## config.mk

```make
export PLATFORM = sky130hd
export DESIGN_NAME = lme_wmul
export DESIGN_NICKNAME = d
export VERILOG_FILES = /design/src/rtl/lme_pkg.sv /design/src/rtl/lme_wmul.sv
export SDC_FILE = /design/constraint.sdc
export NUM_CORES = 2
export LEC_CHECK = 0
export BUFFER_PORTS_ARGS = -buffer_cell sky130_fd_sc_hd__clkbuf_2
export CAP_MARGIN = 0
export CORE_MARGIN = 5
export CORE_UTILIZATION = 60
export DETAILED_ROUTE_END_ITERATION = 10
export HOLD_SLACK_MARGIN = 0.02
export PLACE_DENSITY = 0.78
export SLEW_MARGIN = 20
export SYNTH_ARGS = -nofsm -noshare
export SYNTH_HDL_FRONTEND = slang
export SYNTH_SLANG_ARGS = --single-unit
```

## constraint.sdc

```tcl
create_clock -name clk_i -period 11 [get_ports clk_i]
set_input_delay 1.1 -clock clk_i [delete_from_list [all_inputs] [get_ports clk_i]]
set_output_delay 1.1 -clock clk_i [all_outputs]
set_load 0.005 [all_outputs]
```

## src/rtl/lme_pkg.sv

```systemverilog
// ----------------------------------------------------------------------------
// lme_pkg
// Shared types and constants of the linear model error metrics block.
// ----------------------------------------------------------------------------
package lme_pkg;

  localparam int unsigned NumLanes = 8;
  localparam int unsigned CfgIdxW  = $clog2(NumLanes);
  localparam int unsigned CoefW    = 32;
  localparam int unsigned OpndW    = 24;
  localparam int unsigned ProdW    = CoefW + OpndW + 1;
  localparam int unsigned SumW     = ProdW + $clog2(NumLanes);
  localparam int unsigned PredW    = 40;

  localparam int unsigned DivNumW  = 96;
  localparam int unsigned DivDenW  = 128;
  localparam int unsigned DivCntW  = 7;

  localparam int unsigned MulW     = 64;

  localparam logic [15:0] MaxSamples   = 16'd65535;
  localparam logic [6:0]  HitLimitLow  = 7'd5;
  localparam logic [6:0]  HitLimitMid  = 7'd10;
  localparam logic [6:0]  HitLimitHigh = 7'd15;
  localparam logic [6:0]  PctScale     = 7'd100;
  localparam logic [14:0] PctScaleQ8   = 15'd25600;

  localparam logic [15:0] R2One   = 16'd16384;
  localparam logic [15:0] R2Min   = 16'h8000;
  localparam logic [16:0] R2Limit = 17'd49152;

  localparam logic [DivCntW-1:0] IterPct   = 7'd56;
  localparam logic [DivCntW-1:0] IterSum48 = 7'd48;
  localparam logic [DivCntW-1:0] IterSum64 = 7'd64;
  localparam logic [DivCntW-1:0] IterHit   = 7'd31;
  localparam logic [DivCntW-1:0] IterR2    = 7'd94;

  typedef enum logic [CfgIdxW-1:0] {
    RegIntercept,
    RegSize,
    RegLocation,
    RegSecurity,
    RegGarage,
    RegFloor,
    RegRooms,
    RegYear
  } cfg_reg_e;

  typedef enum logic [4:0] {
    StIdle,
    StMerge,
    StErr,
    StTerm,
    StPct,
    StAcc,
    StMae,
    StMse,
    StRoot,
    StMape,
    StHitL,
    StHitM,
    StHitH,
    StMulA,
    StMulB,
    StMulC,
    StR2Div,
    StOut
  } st_e;

  typedef struct packed {
    logic [23:0] house_size;
    logic [7:0]  location_code;
    logic [7:0]  security_level;
    logic [7:0]  garage_count;
    logic [7:0]  floor_index;
    logic [7:0]  room_count;
    logic [11:0] built_year;
    logic [23:0] actual_price;
    logic        last_sample;
  } in_item_t;

  typedef struct packed {
    logic signed [39:0] predicted_price;
    logic               metrics_valid;
    logic [15:0]        samples_seen;
    logic [31:0]        mean_abs_error;
    logic [31:0]        root_mean_sq_error;
    logic [15:0]        mean_abs_pct_error;
    logic signed [15:0] r_squared;
    logic [14:0]        hit_pct_low;
    logic [14:0]        hit_pct_mid;
    logic [14:0]        hit_pct_high;
  } out_item_t;

endpackage

```

## src/rtl/lme_wmul.sv

```systemverilog
// ----------------------------------------------------------------------------
// lme_wmul
// 64x64 unsigned multiplier built from four 32x32 partial products,
// one per cycle, added into a 128-bit sum in the following cycle.
// ----------------------------------------------------------------------------
module lme_wmul (
  input  logic                          clk_i,
  input  logic                          rst_ni,
  input  logic                          start_i,
  input  logic [lme_pkg::MulW-1:0]      a_i,
  input  logic [lme_pkg::MulW-1:0]      b_i,
  output logic [2*lme_pkg::MulW-1:0]    prod_o,
  output logic                          done_o
);
  import lme_pkg::*;

  localparam int unsigned HalfW = MulW / 2;

  logic [MulW-1:0]   a_q;
  logic [MulW-1:0]   b_q;
  logic [2:0]        step_q;
  logic              busy_q;
  logic              pp_v_q;
  logic              done_q;
  logic [MulW-1:0]   pp_q;
  logic [1:0]        sh_q;
  logic [2*MulW-1:0] acc_q;
  logic [HalfW-1:0]  a_half;
  logic [HalfW-1:0]  b_half;

  assign a_half = step_q[1] ? a_q[MulW-1:HalfW] : a_q[HalfW-1:0];
  assign b_half = step_q[0] ? b_q[MulW-1:HalfW] : b_q[HalfW-1:0];

  always_ff @(posedge clk_i or negedge rst_ni) begin
    if (!rst_ni) begin
      busy_q <= 1'b0;
      pp_v_q <= 1'b0;
      done_q <= 1'b0;
      step_q <= '0;
    end else begin
      done_q <= 1'b0;
      if (start_i) begin
        busy_q <= 1'b1;
        pp_v_q <= 1'b0;
        step_q <= '0;
      end else if (busy_q) begin
        pp_v_q <= !step_q[2];
        if (!step_q[2]) begin
          step_q <= step_q + 3'd1;
        end else if (pp_v_q) begin
          busy_q <= 1'b0;
          done_q <= 1'b1;
        end
      end
    end
  end

  always_ff @(posedge clk_i) begin
    if (start_i) begin
      a_q   <= a_i;
      b_q   <= b_i;
      acc_q <= '0;
    end else if (busy_q) begin
      if (!step_q[2]) begin
        pp_q <= a_half * b_half;
        sh_q <= {1'b0, step_q[1]} + {1'b0, step_q[0]};
      end
      if (pp_v_q) begin
        acc_q <= acc_q + ({{MulW{1'b0}}, pp_q} << {sh_q, 5'd0});
      end
    end
  end

  assign prod_o = acc_q;
  assign done_o = done_q;
endmodule

```

==> results_dict.tcl <==
set metrics [dict create \
    synthTopCellsByArea "fa_1 (34%), edfxtp_1 (11%), ha_1 (9.2%)" \
    finalWirelength_um 191000 \
    nets 7560 \
    cap_violations 0 \
    io_buffers 259 \
    num_vias 45500 \
    drtIter0Drc 5129 \
    syn_area_per_cell_um2 8.78 \
    status "finished, final reports clean" \
    cts_max_level 2 \
    fin_worst_skew_ns 0.0336 \
    grt_antenna_before_repair 5 \
    crit_fanout 43 \
    syn_area_um2 53300 \
    ys_types 86 \
    die_y_um 308 \
    synth.net_count 7495 \
    holdBufCountCts 0 \
    drtAntennaViolNets 0 \
    worstMarginPinSlew_ns 1.29 \
    cp-start-kind "register" \
    max-slew-margin-rel 0.124 \
    min_path_type "primary input to asynchronous set/reset pin" \
    yosysSeqAreaShare 0.160 \
    critical_path_required_ns 11.38 \
    grt_pass1_vias 46600 \
    synth_top_area_cell "fa_1" \
    synth_edf_count 194 \
    core_area_um2 88200 \
    critPathKind "register to register" \
    grt_usage 0.398 \
    worstPathArrival_ns 10.09 \
    numCtsBuffers 39 \
    synthToLayoutAreaGrowth_pct 7.18 \
    clkSlewWorstSetupHoldPaths_ns 0.06 \
    cts_tree "built" \
    die-area_um2 94900 \
    async_flop_share 0.0183 \
    synth_ff_type "edfxtp_1" \
    endpoint_kind "register" \
    dr.pass1.iters 6 \
    root_buffer "clkbuf_16" \
    start_util 0.604 \
    post_cts_buffers 0 \
    post_cts_resized 0 \
    drt-vias-per-instance 6.20 \
    ys.warnings.count 0 \
    cts_sinks 328 \
    syn_inst 6076 \
    rsz0062_at_grt "false" \
    num-fill-cells 7364 \
    overflow 0 \
    synth_top_area_share 0.337 \
    worstSkewPairLatency_ns 0.64 \
    io_pins 260 \
    fin_tns_setup_ns 0 \
    report.final.hold_viol_count 0 \
    wire_per_inst_um 26.0 \
    clock_path_buffers 3 \
    fmax_mhz 103 \
    grt_pass1_wl_um 283000 \
    grt_max_degree 74 \
    setup_viol_count_final 0 \
    place_hpwl_um 151000 \
    period_share 0.883 \
    finalCriticalPeriod_ns 9.72 \
    rows 109 \
    ys_ff_latch 328 \
    dieWidth_um 308 \
    gp_congestion 1.07 \
    drc 0 \
    maxSlewViolCount 0 \
    drive_above_1_share 0.0914 \
]
==> cells by family after synthesis <==
logic type / synth area share
AOI/OAI and AO/OA: 0.109
xor gates and xnor gates: 0.0294
adders and majority gates: 0.429
buffers and inverters: 0.0889
DFF: 0.160
muxes: 0.0315
and+or+nand+nor: 0.152
==> registers in the layout, indices dropped and copies added, names as in the netlist <==
signal and cells:
step_q 3, prod_o 128, b_q 64, busy_q 1, pp_v_q 1, a_q 64, sh_q 2, done_o 1
pp_q 64
==> worst max-delay path, cell delays in order (launching register included) <==
cell      delay (ns)
dfrtp_4         0.97
mux2i_2         0.83
buf_4           0.41
nor2_1          0.11
fa_1            0.50
fa_1            0.52
inv_1           0.05
fa_1            0.45
fa_1            0.51
inv_1           0.06
fa_1            0.56
fa_1            0.45
fa_1            0.54
fa_1            0.44
ha_1            0.46
and3_1          0.28
a221o_1         0.34
a221oi_1        0.31
o21ai_0         0.28
a31oi_1         0.51
o21ai_0         0.16
a21oi_1         0.26
nand2b_1        0.14
o21bai_1        0.09
xor2_1          0.15
==> layout make-up <==
| type | instances | area (um^2) | share of cell area |
|---|---|---|---|
| clock buffers | 48 | 1040 | 0.0182 |
| flip-flops and latches | 328 | 8550 | 0.150 |
| well taps | 1165 | 1460 | 0.0255 |
| inverters | 928 | 3480 | 0.0610 |
| clock inverters | 24 | 283 | 0.00495 |
| multi-input cells | 4493 | 40300 | 0.705 |
| repair buffers | 351 | 2030 | 0.0355 |
| diodes | 4 | 10.0 | 0.000175 |
==> per-stage QoR <==
step / cell area (um^2) / utilization / setup slack [ns] / instances / hold WS (ns)
2_1_floorplan: 53300 / - / 2.12 / 6076 / 0.459
3_3_place_gp: 55800 / 0.632 / 1.56 / 7264 / 0.459
3_5_place_dp: 55800 / 0.632 / 1.57 / 7264 / 0.463
4_1_cts: 57100 / 0.647 / 1.57 / 7336 / 0.364
5_1_grt: 57100 / 0.648 / 1.03 / 7338 / 0.384
6_report: 57100 / 0.648 / 1.28 / 7341 / 0.383
==> synthesized netlist by cell type (43+ instances only) <==
master      n
edfxtp_1  194
a21o_1    108
a21oi_1   338
dfxtp_1   128
xor2_1     74
nand2_1   816
nand4_1    88
a22o_1     43
nor2_1    781
ha_1      391
xnor2_1   105
nor2b_1    51
and2_1     46
inv_1     928
fa_1      897
o21ai_0   188
clkbuf_1  280
mux2_2     64
mux2i_1    96
o21bai_1   46
==> worst paths after layout <==
kind | cells after the start | slack, ns | start | endpoint
max in group asynchronous | 1 | 10.28 | rst_ni | step_q[0]$_DFFE_PN0P_
min | 1 | 0.38 | rst_ni | done_o$_DFF_PN0_
max reg2reg | 24 | 1.28 | step_q[1]$_DFFE_PN0P_ | pp_q[56]$_DFFE_PP_
min reg2reg | 2 | 0.47 | prod_o[54]$_SDFFE_PP0P_ | prod_o[54]$_SDFFE_PP0P_
min in group clk_i | 2 | 0.47 | prod_o[54]$_SDFFE_PP0P_ | prod_o[54]$_SDFFE_PP0P_
max | 24 | 1.28 | step_q[1]$_DFFE_PN0P_ | pp_q[56]$_DFFE_PP_
==> cell usage in the layout (no fill, tap or decap), types with 15 or more instances in the layout <==
cell,synthesis,final
nor2_1,781,778
a211oi_1,15,15
xor2_1,74,74
o21ai_0,188,188
nor2b_1,51,49
dfxtp_1,128,128
ha_1,391,391
a21oi_1,338,338
and3_1,20,20
fa_1,897,897
nand2b_1,21,20
nand4_1,88,88
nand3_1,37,37
clkbuf_2,2,258
nor3_1,31,31
edfxtp_1,194,194
xnor2_1,105,105
o21a_1,22,22
mux2_2,64,64
o31ai_1,16,16
mux2i_1,96,51
a31oi_1,24,24
o21bai_1,46,46
nand2_1,816,815
a21o_1,108,108
buf_4,0,90
mux2i_2,0,38
inv_1,928,928
a22o_1,43,43
clkbuf_16,0,39
and2_1,46,45
==> metal layers <==
metal	vias up	global-route usage	part of all wire
met5	-	0.00253	0.00018
met4	4	0.260	0.091
met3	890	0.123	0.13
met2	3094	0.617	0.44
met1	22000	0.483	0.35
li1	19500	-	-
Power is left out: the tool's default activity adds up to more than one toggle a clock period on the data nets, which glitch-free logic cannot reach.
