--- src/rtl/lme_sqrt.sv ---
// ----------------------------------------------------------------------------
// lme_sqrt
// Integer square root of a 64-bit value, two radicand bits per cycle.
// ----------------------------------------------------------------------------
module lme_sqrt (
  input  logic        clk_i,
  input  logic        rst_ni,
  input  logic        start_i,
  input  logic [63:0] x_i,
  output logic [31:0] root_o,
  output logic        done_o
);
  logic [63:0] x_q;
  logic [63:0] r_q;
  logic [63:0] bit_q;
  logic [63:0] rb;
  logic        busy_q;
  logic        done_q;

  assign rb = r_q + bit_q;

  always_ff @(posedge clk_i or negedge rst_ni) begin
    if (!rst_ni) begin
      busy_q <= 1'b0;
      done_q <= 1'b0;
    end else begin
      done_q <= 1'b0;
      if (start_i) begin
        busy_q <= 1'b1;
      end else if (busy_q && bit_q[0]) begin
        busy_q <= 1'b0;
        done_q <= 1'b1;
      end
    end
  end

  always_ff @(posedge clk_i) begin
    if (start_i) begin
      x_q   <= x_i;
      r_q   <= '0;
      bit_q <= {2'b01, 62'd0};
    end else if (busy_q) begin
      if (x_q >= rb) begin
        x_q <= x_q - rb;
        r_q <= (r_q >> 1) + bit_q;
      end else begin
        r_q <= r_q >> 1;
      end
      bit_q <= bit_q >> 2;
    end
  end

  assign root_o = r_q[31:0];
  assign done_o = done_q;
endmodule

--- config.mk ---
export PLATFORM = sky130hd
export DESIGN_NAME = lme_sqrt
export DESIGN_NICKNAME = d
export VERILOG_FILES = /design/src/rtl/lme_sqrt.sv
export SDC_FILE = /design/constraint.sdc
export NUM_CORES = 1
export LEC_CHECK = 0
export BUFFER_PORTS_ARGS = -buffer_cell sky130_fd_sc_hd__buf_2
export CAP_MARGIN = 10
export CORE_MARGIN = 4
export CORE_UTILIZATION = 30
export DETAILED_ROUTE_END_ITERATION = 6
export HOLD_SLACK_MARGIN = 0.02
export PLACE_DENSITY = 0.53
export SKIP_LAST_GASP = 1
export SLEW_MARGIN = 10
export SYNTH_ARGS = -nofsm -noshare
export SYNTH_HDL_FRONTEND = slang
export SYNTH_SLANG_ARGS = --single-unit
--- constraint.sdc ---
create_clock -name clk_i -period 13.2 [get_ports clk_i]
set_input_delay 2.64 -clock clk_i [delete_from_list [all_inputs] [get_ports clk_i]]
set_output_delay 2.64 -clock clk_i [all_outputs]
set_load 0.01 [all_outputs]
==> flow_summary.toml, run 1 <==
[outcome]
run_status = "completed"

[logic_synthesis]
synth_compound_area_share_pct = 27.44
syn-cell-area_um2 = 15100
ys_types = 89
syn_area_per_cell_um2 = 7.935
synth_xor_area_share_pct = 8.817
synth_top_flop_cell = "dfxtp_1"
ys_seq_elements = 162
yosysWarningCount = 0
synth_edf_count = 64
synth_mux_area_share_pct = 2.817
synthCells = 1903
synth_nets = 2101
yosysSeqAreaShare_pct = 25.79
synthSimpleGateAreaFrac_pct = 19.03
synth_top_family_by_area = "compound AO/OA/AOI/OAI gates"
async_flop_share_pct = 1.235
synthAdderAreaFrac_pct = 10.90

[floorplanning]
dieHeight_um = 232.3
core_area_um2 = 49360
die_area_um2 = 53980
start_util_pct = 30.59
die_width_um = 232.3
ios = 100
row_count = 81

[cts]
post_cts_buffers = 0
holdBufCountCts = 0
tritoncts = "done"
htree_num_levels = 4
clk_pin_slew_ns = 0.07
cts_buffers = 17
clock-sinks = 162
cts_resized = 0
cts_root_buf = "clkbuf_16"
clockBufferDepth = 2
worstSkewPairLatency_ns = 0.46

[timing]
finalSetupViolations = 0
slew-limit-headroom_pct = 18.64
setup_tns_ns = 0
hold_violations = 0
fin_crit_sh_pct = 53.52
fin_worst_skew_ns = 0.01493
worst_pin_slew_ns = 1.190
fmax_mhz = 141.6
slew_viol_final = 0
min_period_ns = 7.064
rsz0062_at_grt = "false"

[place]
dp_hpwl_um = 34620
gp_congestion = 0.8829
io_buffers = 99
placed_cell_area_um2 = 15840

[final_layout]
num-fill-cells = 5285
finish.utilization_pct = 33.26
final_cell_area_um2 = 16410
multi_input_area_um2 = 10440
syn2layout_area_growth_pct = 8.709
drive_above_1_share_pct = 9.953
n_antenna_cell = 0
layout.nets = 2094
regArea_um2 = 3897

[detailed_routing]
viasPerCell = 5.394
drtAntennaViolNets = 0
vias = 13880
post_drt_wl_per_cell_um = 17.73
drt-total-wl_um = 45630
drt-initial-drc-count = 996
route.detailed.drc = 0
drt_pass1_iterations = 5

[worst_hold_path]
min_path_type = "flip-flop to flip-flop"

[grt]
grt_pass1_vias = 13160
antenna_found_initial = 0
grt_max_degree = 127
grt_overflow = 0
grt_pass1_wl_um = 72290
grt.total_usage_pct = 16.54

[critical_path]
cp_max_fo = 64
r2r_setup_slack_ns = 6.14
worst-setup-path-type = "flip-flop to flip-flop"
end_kind = "flip-flop"
cp.required_ns = 13.28
crit_path_start_kind = "flip-flop"
arrival_ns = 7.14

[power_and_ir_drop]
p_leak_uw = 0.006575
power.density_nw_per_um2 = 208.8
ir_worst_vdd_uv = 108.5

[run]
drv_cap = 0
## power by group
group | switching, uW | internal, uW
sequential | 109 | 721
combinational | 1300 | 795
clock | 236 | 266
total | 1640 | 1780
## metrics by stage
step | setup slack [ns] | cells | hold WS [ns] | power, uW
floorplan | 6.721 | 1903 | 0.4578 | 2419
global placement | 6.276 | 2541 | 0.4943 | 2911
detailed placement | 6.184 | 2541 | 0.4987 | 2913
CTS | 6.151 | 2573 | 0.5103 | 3433
global route | 5.587 | 2573 | 0.5713 | 3717
finish | 6.136 | 2573 | 0.5033 | 3427
## synthesized netlist by cell type (7+ instances only)
library cell / n / area, um2
a211oi_1: 27 / 202.7
a21boi_0: 11 / 82.58
a21o_1: 56 / 420.4
a21oi_1: 122 / 610.6
a311oi_1: 22 / 192.7
a31o_2: 10 / 87.58
a31oi_1: 56 / 350.3
and2_1: 11 / 68.82
and3_1: 17 / 106.4
buf_2: 14 / 70.07
buf_4: 36 / 270.3
clkbuf_1: 78 / 292.8
dfxtp_1: 96 / 1922
edfxtp_1: 64 / 1922
ha_1: 130 / 1627
inv_1: 32 / 120.1
mux2i_1: 38 / 380.4
nand2_1: 217 / 814.5
nand2b_1: 11 / 68.82
nand3_1: 23 / 115.1
nand4_1: 37 / 231.5
nor2_1: 203 / 762.0
nor2b_1: 32 / 200.2
nor3_1: 22 / 110.1
nor4_1: 12 / 75.07
o211ai_1: 8 / 60.06
o21a_1: 9 / 67.56
o21ai_0: 154 / 770.7
o21ai_1: 7 / 35.03
o21bai_1: 42 / 315.3
o22ai_1: 9 / 56.30
o31ai_1: 11 / 82.58
or3_1: 20 / 125.1
xnor2_1: 68 / 595.6
xor2_1: 84 / 735.7
## path summary, 6_finish.rpt
check,start,end,depth (start not counted)
setup / recovery,r_q[10],x_q[30],23
hold / removal,r_q[0],r_q[0],2
setup reg to reg,r_q[10],x_q[30],23
hold reg to reg,r_q[0],r_q[0],2
max in group asynchronous,rst_ni,busy_q,1
min in group asynchronous,rst_ni,done_o,1
## cell usage in the layout, fill, tap and decap left out, types with 7 or more instances in the layout
cell type,netlist,final
o21bai_1,42,42
nor2_1,203,203
a31o_2,10,10
a21oi_1,122,122
edfxtp_1,64,64
inv_1,32,32
a21o_1,56,56
and2_1,11,11
buf_4,36,7
nor4_1,12,12
o21a_1,9,9
and3_1,17,17
a21boi_0,11,11
dfxtp_1,96,96
nor3_1,22,22
o22ai_1,9,9
ha_1,130,130
a311oi_1,22,22
buf_2,14,98
a31oi_1,56,56
o21ai_0,154,154
clkbuf_16,0,19
or3_1,20,20
a211oi_1,27,27
o31ai_1,11,11
o21ai_1,7,7
mux2i_1,38,38
nand3_1,23,23
o211ai_1,8,8
xnor2_1,68,68
nand2_1,217,217
nor2b_1,32,32
nand4_1,37,37
xor2_1,84,84
nand2b_1,11,10
## metal layers
layer | global-route usage, % | vias to the layer above | wire length (um)
li1 | - | 6989 | -
met1 | 23.48 | 6581 | 22370
met2 | 26.48 | 273 | 20680
met3 | 2.821 | 36 | 1975
met4 | 3.363 | 0 | 595
met5 | 0 | - | 0
## flip-flops by register name (all words and copies together) (netlist names)
register and cells:
busy_q 1, r_q 64, bit_q 32, done_o 1, x_q 64
## final cells by class
class                      instances  area share, %
timing repair buffer             106          3.392
multi-input combinational       1576          63.57
clock inverter                    12         0.5564
inverter                          33         0.7546
clock buffer                      20          2.919
tap                              664          5.061
sequential                       162          23.74
## kinds of logic after synthesis
| family | after synthesis |
|---|---|
| AO/OA/AOI/OAI | 623 |
| buffers and inverters | 165 |
| adder cells (fa/ha/maj) | 131 |
| multiplexers | 42 |
| AND/OR/NAND/NOR | 628 |
| flip-flops | 162 |
| XOR/XNOR | 152 |
## worst max-delay path, stage by stage, from the launching register on
cell	delay, ns
dfxtp_1	0.49
ha_1	0.33
and4_1	0.26
nor2b_1	0.17
a211o_1	0.30
o21ai_0	0.51
o41ai_2	0.21
o311ai_0	0.49
a31oi_1	0.16
o21ai_1	0.25
a21oi_1	0.12
o21ai_1	0.16
xor2_1	0.09
ha_1	0.37
and4_1	0.29
nand2_1	0.07
nor3_1	0.22
nand4_1	0.21
o31ai_1	0.26
a221oi_1	0.12
o41ai_2	0.09
buf_4	0.47
nand2_1	0.21
nand2b_4	0.76
Power figures use the tool's default switching activity.
==> run 2: changes to the inputs <==
--- a/config.mk
+++ b/config.mk
@@ -11,7 +11,7 @@
 export CORE_UTILIZATION = 30
 export DETAILED_ROUTE_END_ITERATION = 6
 export HOLD_SLACK_MARGIN = 0.02
-export PLACE_DENSITY = 0.53
+export PLACE_DENSITY = 0.55
 export SKIP_LAST_GASP = 1
 export SLEW_MARGIN = 10
 export SYNTH_ARGS = -nofsm -noshare
==> constraint.sdc (replaced) <==
create_clock -name clk_i -period 5.9 [get_ports clk_i]
set_input_delay 1.18 -clock clk_i [delete_from_list [all_inputs] [get_ports clk_i]]
set_output_delay 1.18 -clock clk_i [all_outputs]
set_load 0.01 [all_outputs]
==> run 2 against run 1 <==
Effect of this change: cell count grew 4.4%; setup slack lost 5.9 ns; utilization grew 2.6 points; via count grew 4.6%; sequential power grew 120%; sequential share of layout area shrank 1.7 points; clock-buffer cell count shrank 1; sequential cell count is the same; combinational power grew to 2.6 times the previous value; first-iteration DRC count shrank 7.2%; global-route usage grew 0.43 points; routed wire length grew 5.1%; largest cell class unchanged; highest routed layer unchanged.
==> flow_summary.toml, run 2 (synthesized netlist as in run 1, its figures left out) <==
[detailed_routing]
route.detailed.drc = 0
drt_pass1_iterations = 5
drt-initial-drc-count = 924
viasPerCell = 5.409
drt-total-wl_um = 47970
drtAntennaViolNets = 0
post_drt_wl_per_cell_um = 17.87
vias = 14520

[critical_path]
worst-setup-path-type = "flip-flop to flip-flop"
arrival_ns = 6.09
startpoint = "bit_q[20]"
cp_max_fo = 18
reg2regPathDepth = 25
crit_path_start_kind = "flip-flop"
reg2reg_from = "bit_q[20]"
slowest_stage = "o41a_4"
cp.required_ns = 6.28
end_kind = "flip-flop"
slowest_delay_ns = 0.41
critPathMostFrequentCell = "buf_4"

[power_and_ir_drop]
p_leak_uw = 0.007223
power.density_nw_per_um2 = 479.7
ir_worst_vdd_uv = 311.4
power_uw = 8483

[cts]
clk_pin_slew_ns = 0.08
cts_buffers = 17
htree_num_levels = 4
holdBufCountCts = 0
clock-sinks = 162
clockBufferDepth = 2
tritoncts = "done"
cts_root_buf = "clkbuf_16"
worstSkewPairLatency_ns = 0.47

[place]
gp_congestion = 0.8779
dp_hpwl_um = 36230
io_buffers = 99
placed_cell_area_um2 = 16640

[timing]
slew_viol_final = 0
slew-limit-headroom_pct = 27.24
finalSetupViolations = 0
fin_worst_skew_ns = 0.01781
whs_ns = 0.4890
worst_pin_slew_ns = 1.085
min_period_ns = 5.713
fmax_mhz = 175.0
hold_violations = 0
fin_crit_sh_pct = 96.83

[floorplanning]
ios = 100
core_area_um2 = 49360
die_width_um = 232.3
row_count = 81
start_util_pct = 30.59
die_area_um2 = 53980
dieHeight_um = 232.3

[grt]
grt_max_degree = 81
grt_pass1_wl_um = 73820
grt_pass1_vias = 13930
antenna_found_initial = 0
grt.total_usage_pct = 16.97
grt_overflow = 0

[final_layout]
layout_common_cells = "nand2_1, nor2_1, o21ai_0, ha_1, a21oi_1"
finish.utilization_pct = 35.83
final_cell_area_um2 = 17680
syn2layout_area_growth_pct = 17.12
drive_above_1_share_pct = 17.22
layout.nets = 2206
mostFrequentLayoutCell = "nand2_1"
n_antenna_cell = 0
reg.largest.list = "r_q: 64 flops, x_q: 64 flops, bit_q: 32 flops"

[worst_hold_path]
min_path_type = "input port to asynchronous set/reset pin"

[outcome]
run_status = "completed"

[run]
drv_cap = 0
==> run 2: cell types whose count changed in the layout (fill, tap and decap cells not counted), moves of 5 or more <==
cell / delta
ha_4: +8
o21ai_1: +7
buf_12: +6
buf_4: +103
a21oi_1: -5
a21oi_2: +5
ha_1: -10
o21ai_0: -11
==> run 2: worst paths after layout <==
kind	to	slack [ns]
hold / removal	busy_q	0.49
setup / recovery	r_q[13]	0.19
max in group asynchronous	busy_q	5.30
hold reg to reg	bit_q[2]	0.56
setup reg to reg	r_q[13]	0.19
min in group clk_i	bit_q[2]	0.56
==> run 2: critical path, delay by kind of cell, from the launching register on <==
kind | cells | cell delay, ns
XOR/XNOR | 1 | 0.09
buffers and inverters | 5 | 0.84
flip-flops | 1 | 0.36
adder cells (fa/ha/maj) | 2 | 0.60
AO/OA/AOI/OAI | 10 | 2.21
AND/OR/NAND/NOR | 7 | 1.52
==> run 2: power breakdown <==
group	internal, uW	total (uW)	switching (uW)
combinational	2330	5480	3160
clock	620	1180	559
sequential	1610	1820	216
==> run 2: routing by layer <==
metal  share of wire, %  up-vias  wire (um)  GRT usage, %
met3                5.0       61       2420         3.472
li1                   -     7209          -             -
met1                 47     6893      22590         22.71
met4                2.5        0       1219         5.492
met5                  0        -          0             0
met2                 45      361      21740         27.42
==> run 2: layout make-up <==
| class | instances | area, um2 |
|---|---|---|
| fill | 5145 | 31670 |
| sequential | 162 | 3905 |
| clock inverter | 13 | 135.1 |
| timing repair buffer | 218 | 1509 |
| tap | 664 | 830.8 |
| inverter | 33 | 123.9 |
| multi-input combinational | 1576 | 10730 |
| clock buffer | 19 | 454.2 |
==> run 2: through the flow <==
step                      TNS (ns)  std cells  worst slack, ns
after global placement           0       2639          0.01767
after global routing        -1.277       2685         -0.09215
after CTS                        0       2671          0.01238
after floorplan                  0       1903           0.1287
final                            0       2685           0.1869
after detailed placement   -0.3511       2639         -0.05806
==> run 2: timing repair <==
action / CTS / global route
gates resized for setup: 1 / 66
pin swaps: 0 / 19
setup endpoints to repair: 81 / 139
gates cloned: 0 / 2
setup buffers: 0 / 12
