### config.mk
export PLATFORM = sky130hd
export DESIGN_NAME = lme_div
export DESIGN_NICKNAME = d
export VERILOG_FILES = /design/src/rtl/lme_pkg.sv /design/src/rtl/lme_div.sv
export SDC_FILE = /design/constraint.sdc
export NUM_CORES = 1
export LEC_CHECK = 0
export BUFFER_PORTS_ARGS = -buffer_cell sky130_fd_sc_hd__buf_2
export CAP_MARGIN = 5
export CORE_ASPECT_RATIO = 1.75
export CORE_MARGIN = 2
export CORE_UTILIZATION = 46
export CTS_BUF_LIST = sky130_fd_sc_hd__clkbuf_16
export CTS_CLUSTER_SIZE = 25
export DETAILED_ROUTE_END_ITERATION = 10
export PLACE_DENSITY = 0.66
export SLEW_MARGIN = 10
export SYNTH_ARGS = -nofsm -noshare
export SYNTH_HDL_FRONTEND = slang
export SYNTH_SLANG_ARGS = --single-unit
### constraint.sdc
create_clock -name clk_i -period 5.45 [get_ports clk_i]
set_clock_uncertainty 0.15 [all_clocks]
set_input_delay 1.09 -clock clk_i [delete_from_list [all_inputs] [get_ports clk_i]]
set_output_delay 1.09 -clock clk_i [all_outputs]
set_load 0.005 [all_outputs]
### src/rtl/lme_pkg.sv
// ----------------------------------------------------------------------------
// lme_pkg
// Shared types and constants of the linear model error metrics block.
// ----------------------------------------------------------------------------
package lme_pkg;

  localparam int unsigned NumLanes = 8;
  localparam int unsigned CfgIdxW  = $clog2(NumLanes);
  localparam int unsigned CoefW    = 32;
  localparam int unsigned OpndW    = 24;
  localparam int unsigned ProdW    = CoefW + OpndW + 1;
  localparam int unsigned SumW     = ProdW + $clog2(NumLanes);
  localparam int unsigned PredW    = 40;

  localparam int unsigned DivNumW  = 96;
  localparam int unsigned DivDenW  = 128;
  localparam int unsigned DivCntW  = 7;

  localparam int unsigned MulW     = 64;

  localparam logic [15:0] MaxSamples   = 16'd65535;
  localparam logic [6:0]  HitLimitLow  = 7'd5;
  localparam logic [6:0]  HitLimitMid  = 7'd10;
  localparam logic [6:0]  HitLimitHigh = 7'd15;
  localparam logic [6:0]  PctScale     = 7'd100;
  localparam logic [14:0] PctScaleQ8   = 15'd25600;

  localparam logic [15:0] R2One   = 16'd16384;
  localparam logic [15:0] R2Min   = 16'h8000;
  localparam logic [16:0] R2Limit = 17'd49152;

  localparam logic [DivCntW-1:0] IterPct   = 7'd56;
  localparam logic [DivCntW-1:0] IterSum48 = 7'd48;
  localparam logic [DivCntW-1:0] IterSum64 = 7'd64;
  localparam logic [DivCntW-1:0] IterHit   = 7'd31;
  localparam logic [DivCntW-1:0] IterR2    = 7'd94;

  typedef enum logic [CfgIdxW-1:0] {
    RegIntercept,
    RegSize,
    RegLocation,
    RegSecurity,
    RegGarage,
    RegFloor,
    RegRooms,
    RegYear
  } cfg_reg_e;

  typedef enum logic [4:0] {
    StIdle,
    StMerge,
    StErr,
    StTerm,
    StPct,
    StAcc,
    StMae,
    StMse,
    StRoot,
    StMape,
    StHitL,
    StHitM,
    StHitH,
    StMulA,
    StMulB,
    StMulC,
    StR2Div,
    StOut
  } st_e;

  typedef struct packed {
    logic [23:0] house_size;
    logic [7:0]  location_code;
    logic [7:0]  security_level;
    logic [7:0]  garage_count;
    logic [7:0]  floor_index;
    logic [7:0]  room_count;
    logic [11:0] built_year;
    logic [23:0] actual_price;
    logic        last_sample;
  } in_item_t;

  typedef struct packed {
    logic signed [39:0] predicted_price;
    logic               metrics_valid;
    logic [15:0]        samples_seen;
    logic [31:0]        mean_abs_error;
    logic [31:0]        root_mean_sq_error;
    logic [15:0]        mean_abs_pct_error;
    logic signed [15:0] r_squared;
    logic [14:0]        hit_pct_low;
    logic [14:0]        hit_pct_mid;
    logic [14:0]        hit_pct_high;
  } out_item_t;

endpackage

### src/rtl/lme_div.sv
// ----------------------------------------------------------------------------
// lme_div
// Restoring divider, one quotient bit per cycle. The numerator comes in
// aligned to the top so that iters_i steps cover all of its bits.
// ----------------------------------------------------------------------------
module lme_div (
  input  logic                              clk_i,
  input  logic                              rst_ni,
  input  logic                              start_i,
  input  logic [lme_pkg::DivNumW-1:0]       num_i,
  input  logic [lme_pkg::DivDenW-1:0]       den_i,
  input  logic [lme_pkg::DivCntW-1:0]       iters_i,
  output logic [lme_pkg::DivNumW-1:0]       quo_o,
  output logic                              done_o
);
  import lme_pkg::*;

  logic [DivNumW-1:0] quo_q;
  logic [DivDenW-1:0] rem_q;
  logic [DivDenW-1:0] den_q;
  logic [DivCntW-1:0] cnt_q;
  logic               busy_q;
  logic               done_q;
  logic [DivDenW:0]   rem_sh;
  logic               ge;

  assign rem_sh = {rem_q, quo_q[DivNumW-1]};
  assign ge     = rem_sh >= {1'b0, den_q};

  always_ff @(posedge clk_i or negedge rst_ni) begin
    if (!rst_ni) begin
      busy_q <= 1'b0;
      done_q <= 1'b0;
      cnt_q  <= '0;
    end else begin
      done_q <= 1'b0;
      if (start_i) begin
        busy_q <= 1'b1;
        cnt_q  <= iters_i;
      end else if (busy_q) begin
        cnt_q <= cnt_q - DivCntW'(1);
        if (cnt_q == DivCntW'(1)) begin
          busy_q <= 1'b0;
          done_q <= 1'b1;
        end
      end
    end
  end

  always_ff @(posedge clk_i) begin
    if (start_i) begin
      quo_q <= num_i;
      rem_q <= '0;
      den_q <= den_i;
    end else if (busy_q) begin
      if (ge) begin
        rem_q <= DivDenW'(rem_sh - {1'b0, den_q});
        quo_q <= {quo_q[DivNumW-2:0], 1'b1};
      end else begin
        rem_q <= rem_sh[DivDenW-1:0];
        quo_q <= {quo_q[DivNumW-2:0], 1'b0};
      end
    end
  end

  assign quo_o  = quo_q;
  assign done_o = done_q;
endmodule

==> key figures, run 1 <==
Synth
  – Post-synthesis instance area: 24000 µm²
  – Syn_area_per_cell: 8.86 µm²
  – Synth Warn #: 0
  – Largest area contributor in the netlist: edfxtp_1
  – Post-synth EDFFs: 224
  – Synth top area share: 28.1%
  – Synthesized-area fraction occupied by adder cells: 6.87%
  – Area contributors post-synth: edfxtp_1, dfxtp_1, ha_1, a21oi_1, mux2_2
  – Mux contribution to synthesized area: 5.56%
  – Xor-xnor portion of the synthesized cell area: 3.65%
  – Post-synth cell types: 95
  – Largest family of logic cells by synthesized area: compound AO/OA/AOI/OAI gates
  – Asr flop ratio synth: 2.49%
  – Synth Area in Simple Gates: 15.9%
  – Synthesized flop and latch total: 361
  – Mapped Nets: 3071
  – Synth Flop Type: edfxtp_1
  – Compound-gate portion of the synthesized area: 22.3%
  – Synthesized instance count: 2706
  – Sequential area share after synthesis: 39.7%

Timing
  – Final Hold Viols: 0
  – Max_slew headroom: 12.9%
  – Final setup violation count: 0
  – Post-route setup slack: 808 ps
  – Final worst path period share: 85.2%
  – Fin Hold WS: 224 ps
  – Tmin final: 4640 ps
  – RSZ-0062 raised after global routing: false
  – Slew @ Worst Pin: 1300 ps
  – Fmax: 215 MHz
  – Setup TNS: 0 ps
  – Max-slew violations: 0

Job
  – Max-cap violations: 0

Pwr
  – Internal: 5.06 mW
  – Clock power share: 36.2%
  – Leak: 11.2 nW
  – Pwr Density: 262 nW/µm²
  – Comb power frac: 18.2%
  – Psw: 2.06 mW
  – Switching share of power: 28.9%
  – Post-layout power: 7.12 mW
  – Max IR drop VDD: 0.253 mV
  – Flop pwr share: 45.6%

Clocking
  – Number of hold buffers added after cts: 0
  – Cts repair resizes: 0
  – Clock Path Buffers: 3
  – Root buf cell: clkbuf_16
  – TritonCTS clock tree: built
  – Clock sinks: 361
  – Num CTS Buffers: 37
  – H-tree depth: 2
  – Clock Latency Late Sink: 560 ps
  – Worst-path clk slew: 70 ps
  – Post-CTS Setup Bufs: 0

Setup path
  – Reg2Reg Depth: 13
  – Critical Path Sink Type: flop
  – Worst setup SP type: flop
  – Crit path max fanout: 37
  – Critical R2R Launch: den_q[17]
  – Crit path kind: flop to flop
  – FF-to-FF setup slack: 810 ps
  – Reg2reg end: rem_q[122]
  – CP Data Arrival Time: 4890 ps
  – Worst EP required: 5690 ps

Placement
  – Gpl congestion: 0.990
  – Detail Placement HPWL: 68200 µm
  – Post-place setup slack: 931 ps
  – Port buffer count: 330

Global routing
  – Initial antenna violation count: 2
  – Overall Global Routing Usage: 31.6%
  – Largest net degree at the start of global routing: 72
  – Total gr overflow: 0
  – First-pass GRT wire length: 131000 µm
  – Number of global-route vias before repair: 23400

Detailed routing
  – Per-cell routed wire length: 24.0 µm
  – DRC errors left: 0
  – Iteration-0 DRC Markers: 1541
  – DR vias/cell: 6.18
  – Vias: 22400
  – Drt first pass iters: 6
  – Post-route antenna net violation count: 0
  – Final Routed Wirelength: 87100 µm

Worst hold path
  – Hold Crit Class: primary input to asynchronous set/reset pin

Floorplanning
  – Die area: 54000 µm²
  – # IOs: 331
  – Core box area: 51500 µm²
  – Die X: 177 µm
  – Initial core utilization: 46.6%
  – # rows: 110
  – Die height: 306 µm

Final layout
  – Final Net Count: 3296
  – Share of layout cells above drive strength 1: 18.5%
  – Filler cells: 4882
  – Area Overhead vs Synth: 13.3%
  – Utilization after layout: 52.8%

Outcome
  – Status: finished clean
## registers in the layout, indices dropped and copies added, names as in the netlist
register  count
den_q       128
done_o        1
busy_q        1
rem_q       128
quo_o        96
cnt_q         7
## synthesized netlist by cell type, drive strengths merged (36+ instances only)
library cell	count
o21ai	187
nand4	91
xor2	36
xnor2	64
buf	68
edfxtp	224
a21oi	268
ha	130
o21bai	50
mux2	98
a21o	46
inv	177
nor2	261
nand2	258
dfxtp	128
nor3	60
a211oi	65
clkbuf	104
## worst max-delay path by stage
stage | start | endpoint | slack, ps | cells after the start
floorplan | start_i | quo_o[0] | 1290 | 4
global placement | den_q[17] | rem_q[122] | 1000 | 13
CTS | den_q[17] | rem_q[122] | 910 | 13
detailed placement | den_q[17] | rem_q[122] | 930 | 13
finish | den_q[17] | rem_q[122] | 810 | 13
global route | den_q[17] | rem_q[10] | 750 | 14
## power by group through the flow
| stage | registers [mW] | logic [mW] | clock network, mW |
|---|---|---|---|
| after global routing | 3.26 | 1.40 | 2.72 |
| after detailed placement | 3.30 | 1.27 | 0 |
| after CTS | 3.25 | 1.28 | 2.63 |
| after global placement | 3.29 | 1.26 | 0 |
| final | 3.24 | 1.29 | 2.58 |
| after floorplan | 3.27 | 0.799 | 0 |
## worst max-delay path: stages (launching register included)
cell	delay [ps]
edfxtp_1	350
inv_1	60
ha_1	400
nand4_1	200
nor4_1	1050
nand4_1	290
nor4_1	420
a211oi_2	110
nand4_1	170
o21a_2	190
buf_4	470
mux2_2	390
mux2i_1	130
a311oi_1	60
## kinds of logic after synthesis
group / count (synthesis)
compound gates: 823
simple gates: 821
flops: 361
buf+inv: 349
fa+ha+maj: 131
mux: 121
xor+xnor: 100
## routing by layer
metal	global-route usage [%]	wire [µm]	up-vias
met3	5.13	4870	422
met1	29.7	28200	10600
met5	0	16	-
li1	-	-	10400
met2	58.0	44800	1024
met4	28.2	9210	2
## cell usage in the layout, fill, tap and decap left out, types with 9 or more instances in the layout
cell type  instances
a211oi_1          59
a21boi_0          16
a21o_1            46
a21oi_1          268
a22oi_1           16
a311oi_1          23
a31oi_1            9
and3_1            19
and4_1             9
buf_2            329
buf_4             25
clkbuf_16         39
dfxtp_1          128
edfxtp_1         224
ha_1             130
inv_1            186
mux2_2            98
mux2i_1           23
nand2_1          258
nand2b_1          16
nand3_1           25
nand4_1           90
nor2_1           259
nor3_1            59
nor4_1            25
o211ai_1           9
o21a_1            24
o21ai_0          167
o21ai_1           17
o21bai_1          50
o31a_1            10
o31ai_1           10
or3_1             20
xnor2_1           64
xor2_1            36
## area by class of cell
type	count	area (µm²)	share of cell area, %
antenna	1	2.50	0.00921
multi-input combinational	1996	13000	48.0
clock inverter	29	211	0.778
clock buffer	39	976	3.59
inverter	177	666	2.45
tap	672	841	3.09
timing repair buffer	358	1910	7.03
sequential	361	9520	35.0
## stage by stage
step | cell area, µm² | instances
floorplan | 24000 | 2706
global placement | 26000 | 3564
detailed placement | 26000 | 3564
CTS | 27200 | 3632
global route | 27200 | 3632
finish | 27200 | 3633
No activity file was read; power rests on OpenSTA's default activity.
==> run 2, diff against run 1 <==
REMOVE_ABC_BUFFERS = 1   (was default)
==> run 2 against run 1 <==
Effect of this change:
- final cell count about the same
- clock power up 4%
- sequential share of layout area fell by 0.060 points
- hold slack worse by 4.0 ps
- total power is 1.4% higher
- non-clock buffer count fell by 4
- largest power group unchanged
- combinational power barely moved
- die area stayed put
- highest routed layer unchanged
- count of clock-buffer cells in the layout is 1 lower
- register-to-register slack lost 310 ps
==> key figures, run 2 (synthesis results as in run 1) <==
Outcome
  – Status: finished clean

Final layout
  – Most frequent cells in the layout: buf_2, a21oi_1, nor2_1
  – Utilization after layout: 52.9% (+0.090 points)
  – Most common cell after layout, fill and taps aside: buf_2
  – Filler cells: 4898 (+0.33%)
  – Fin cells: 3631 (-0.055%)
  – Share of layout cells above drive strength 1: 18.9% (+0.35 points)
  – Area Overhead vs Synth: 13.5%
  – Final Net Count: 3293 (-0.091%)
  – Post-route cell area: 27200 µm² (+0.17%)

Global routing
  – Largest net degree at the start of global routing: 109 (+51%)
  – First-pass GRT wire length: 129000 µm (-1.5%)
  – Overall Global Routing Usage: 31.3% (-0.33 points)
  – Total gr overflow: 0 (unchanged)
  – Initial antenna violation count: 3 (+1)
  – Number of global-route vias before repair: 22900 (-2.5%)

Setup path
  – Critical path's slowest cell: buf_4
  – Worst setup SP type: flop
  – CP Data Arrival Time: 5220 ps (+330 ps)
  – Critical path, cell by cell: inv_1 > ha_1 > a21oi_1 > o21ai_1 > nor3b_1 > nor3_2 > o21ba_4 > o221ai_2 > o21ai_4 > buf_4 > nor2_1 > a221oi_1 > a211oi_1
  – Crit path max fanout: 95 (+160%)
  – Worst EP required: 5710 ps (+20 ps)
  – CP Buf/Inv Count: 2 (unchanged)
  – CP max stage delay: 870 ps (-180 ps)
  – Crit path kind: flop to flop
  – Cell family with most CP delay: compound AO/OA/AOI/OAI gates
  – Critical Path Sink Type: flop

Timing
  – Slew @ Worst Pin: 1380 ps (+72.6 ps)
  – Max-slew violations: 0 (unchanged)
  – Max_slew headroom: 8.11% (-4.8 points)
  – Fmax: 202 MHz (-6.3%)
  – RSZ-0062 raised after global routing: false
  – Tmin final: 4960 ps (+313 ps)
  – Final Hold Viols: 0 (unchanged)
  – Final worst path period share: 90.9% (+5.7 points)
  – Final setup violation count: 0 (unchanged)
  – Post-route setup slack: 495 ps (-313 ps)

Detailed routing
  – Post-route antenna net violation count: 0 (unchanged)
  – Drt first pass iters: 7 (+1)
  – Per-cell routed wire length: 23.9 µm (-0.52%)
  – DRC errors left: 0 (unchanged)
  – Final Routed Wirelength: 86600 µm (-0.58%)
  – Iteration-0 DRC Markers: 1818 (+18%)
  – DR vias/cell: 6.12 (-0.92%)
  – Vias: 22200 (-0.98%)

Clocking
  – Number of hold buffers added after cts: 0 (unchanged)
  – TritonCTS clock tree: built
  – Clock sinks: 361 (unchanged)
  – Cts repair resizes: 0 (unchanged)
  – Post-CTS Setup Bufs: 0 (unchanged)
  – Worst-path clk slew: 70 ps (about the same)
  – Clock Latency Late Sink: 570 ps (about the same)
  – Root buf cell: clkbuf_16
  – H-tree depth: 2 (unchanged)
  – Num CTS Buffers: 38 (+2.7%)
  – Clock Path Buffers: 3 (unchanged)

Floorplanning
  – Die area: 54000 µm² (unchanged)
  – # IOs: 331 (unchanged)
  – Die height: 306 µm (unchanged)
  – Die X: 177 µm (unchanged)
  – Initial core utilization: 46.6% (unchanged)
  – Core box area: 51500 µm² (unchanged)
  – # rows: 110 (unchanged)

Placement
  – Detail Placement HPWL: 67200 µm (-1.5%)
  – Port buffer count: 330 (unchanged)
  – Placed cells: 3560 (-0.11%)
  – Gpl congestion: 1.04 (+5.5%)
  – Area post-placement: 26000 µm² (about the same)
  – Post-place setup slack: 693 ps (-239 ps)

Pwr
  – Max IR drop VDD: 0.297 mV (+17%)
  – Leak: 11.2 nW (-0.16%)
  – Post-layout power: 7.22 mW (+1.4%)
  – Pwr Density: 265 nW/µm² (+1.3%)

Job
  – Max-cap violations: 0 (unchanged)

Worst hold path
  – Hold Crit Class: primary input to asynchronous set/reset pin
-- run 2: changes by cell type in the layout (fill, tap and decap cells not counted), moves of 4 or more --
| cell | delta |
|---|---|
| inv_1 | -6 |
| clkinv_2 | +4 |
| clkinv_1 | -6 |
| buf_4 | -6 |
| clkinvlp_4 | +5 |
-- run 2: stage by stage --
step	setup TNS (ps)	hold WS (ps)
after detailed placement	0	328
after global placement	0	320
after floorplan	-156700	303
final	0	220
after global routing	0	222
after CTS	0	194
-- run 2: metal layers --
layer / part of all wire [%] / GRT usage (%) / up-vias / routed length [µm]
li1: - / - / 10400 / -
met1: 33 / 29.3 / 10500 / 28200
met2: 52 / 58.6 / 1038 / 44900
met3: 6.4 / 5.43 / 353 / 5520
met4: 9.3 / 24.9 / 2 / 8030
met5: 0.015 / 0 / - / 13
-- run 2: worst register-to-register path, cell delays in order, from the launching register on --
cell	delay, ps
edfxtp_1	360
inv_1	80
ha_1	300
a21oi_1	330
o21ai_1	140
nor3b_1	180
nor3_2	570
o21ba_4	330
o221ai_2	190
o21ai_4	670
buf_4	870
nor2_1	210
a221oi_1	300
a211oi_1	110
-- run 2: layout make-up --
type	instances	area, µm²	area share, %
Antenna cell	1	2.50	0.00920
Clock buffer	38	951	3.49
Clock inverter	32	303	1.11
Inverter	177	666	2.45
Multi-Input combinational cell	1996	13000	47.9
Sequential cell	361	9520	35.0
Tap cell	672	841	3.09
Timing Repair Buffer	354	1890	6.94
-- run 2: power breakdown --
group          switching (mW)  internal (mW)  leakage, nW
clock network            1.20           1.49        0.621
logic                   0.791          0.495         7.19
registers               0.118           3.13         3.41
-- run 2: final timing paths --
kind	startpoint	to	slack, ps	depth (start not counted)
setup reg to reg	den_q[6]	rem_q[69]	490	13
max in group asynchronous	rst_ni	busy_q	4720	1
hold / removal	rst_ni	busy_q	220	1
min in group clk_i	rem_q[40]	rem_q[40]	330	2
setup / recovery	den_q[6]	rem_q[69]	490	13
hold reg to reg	rem_q[40]	rem_q[40]	330	2
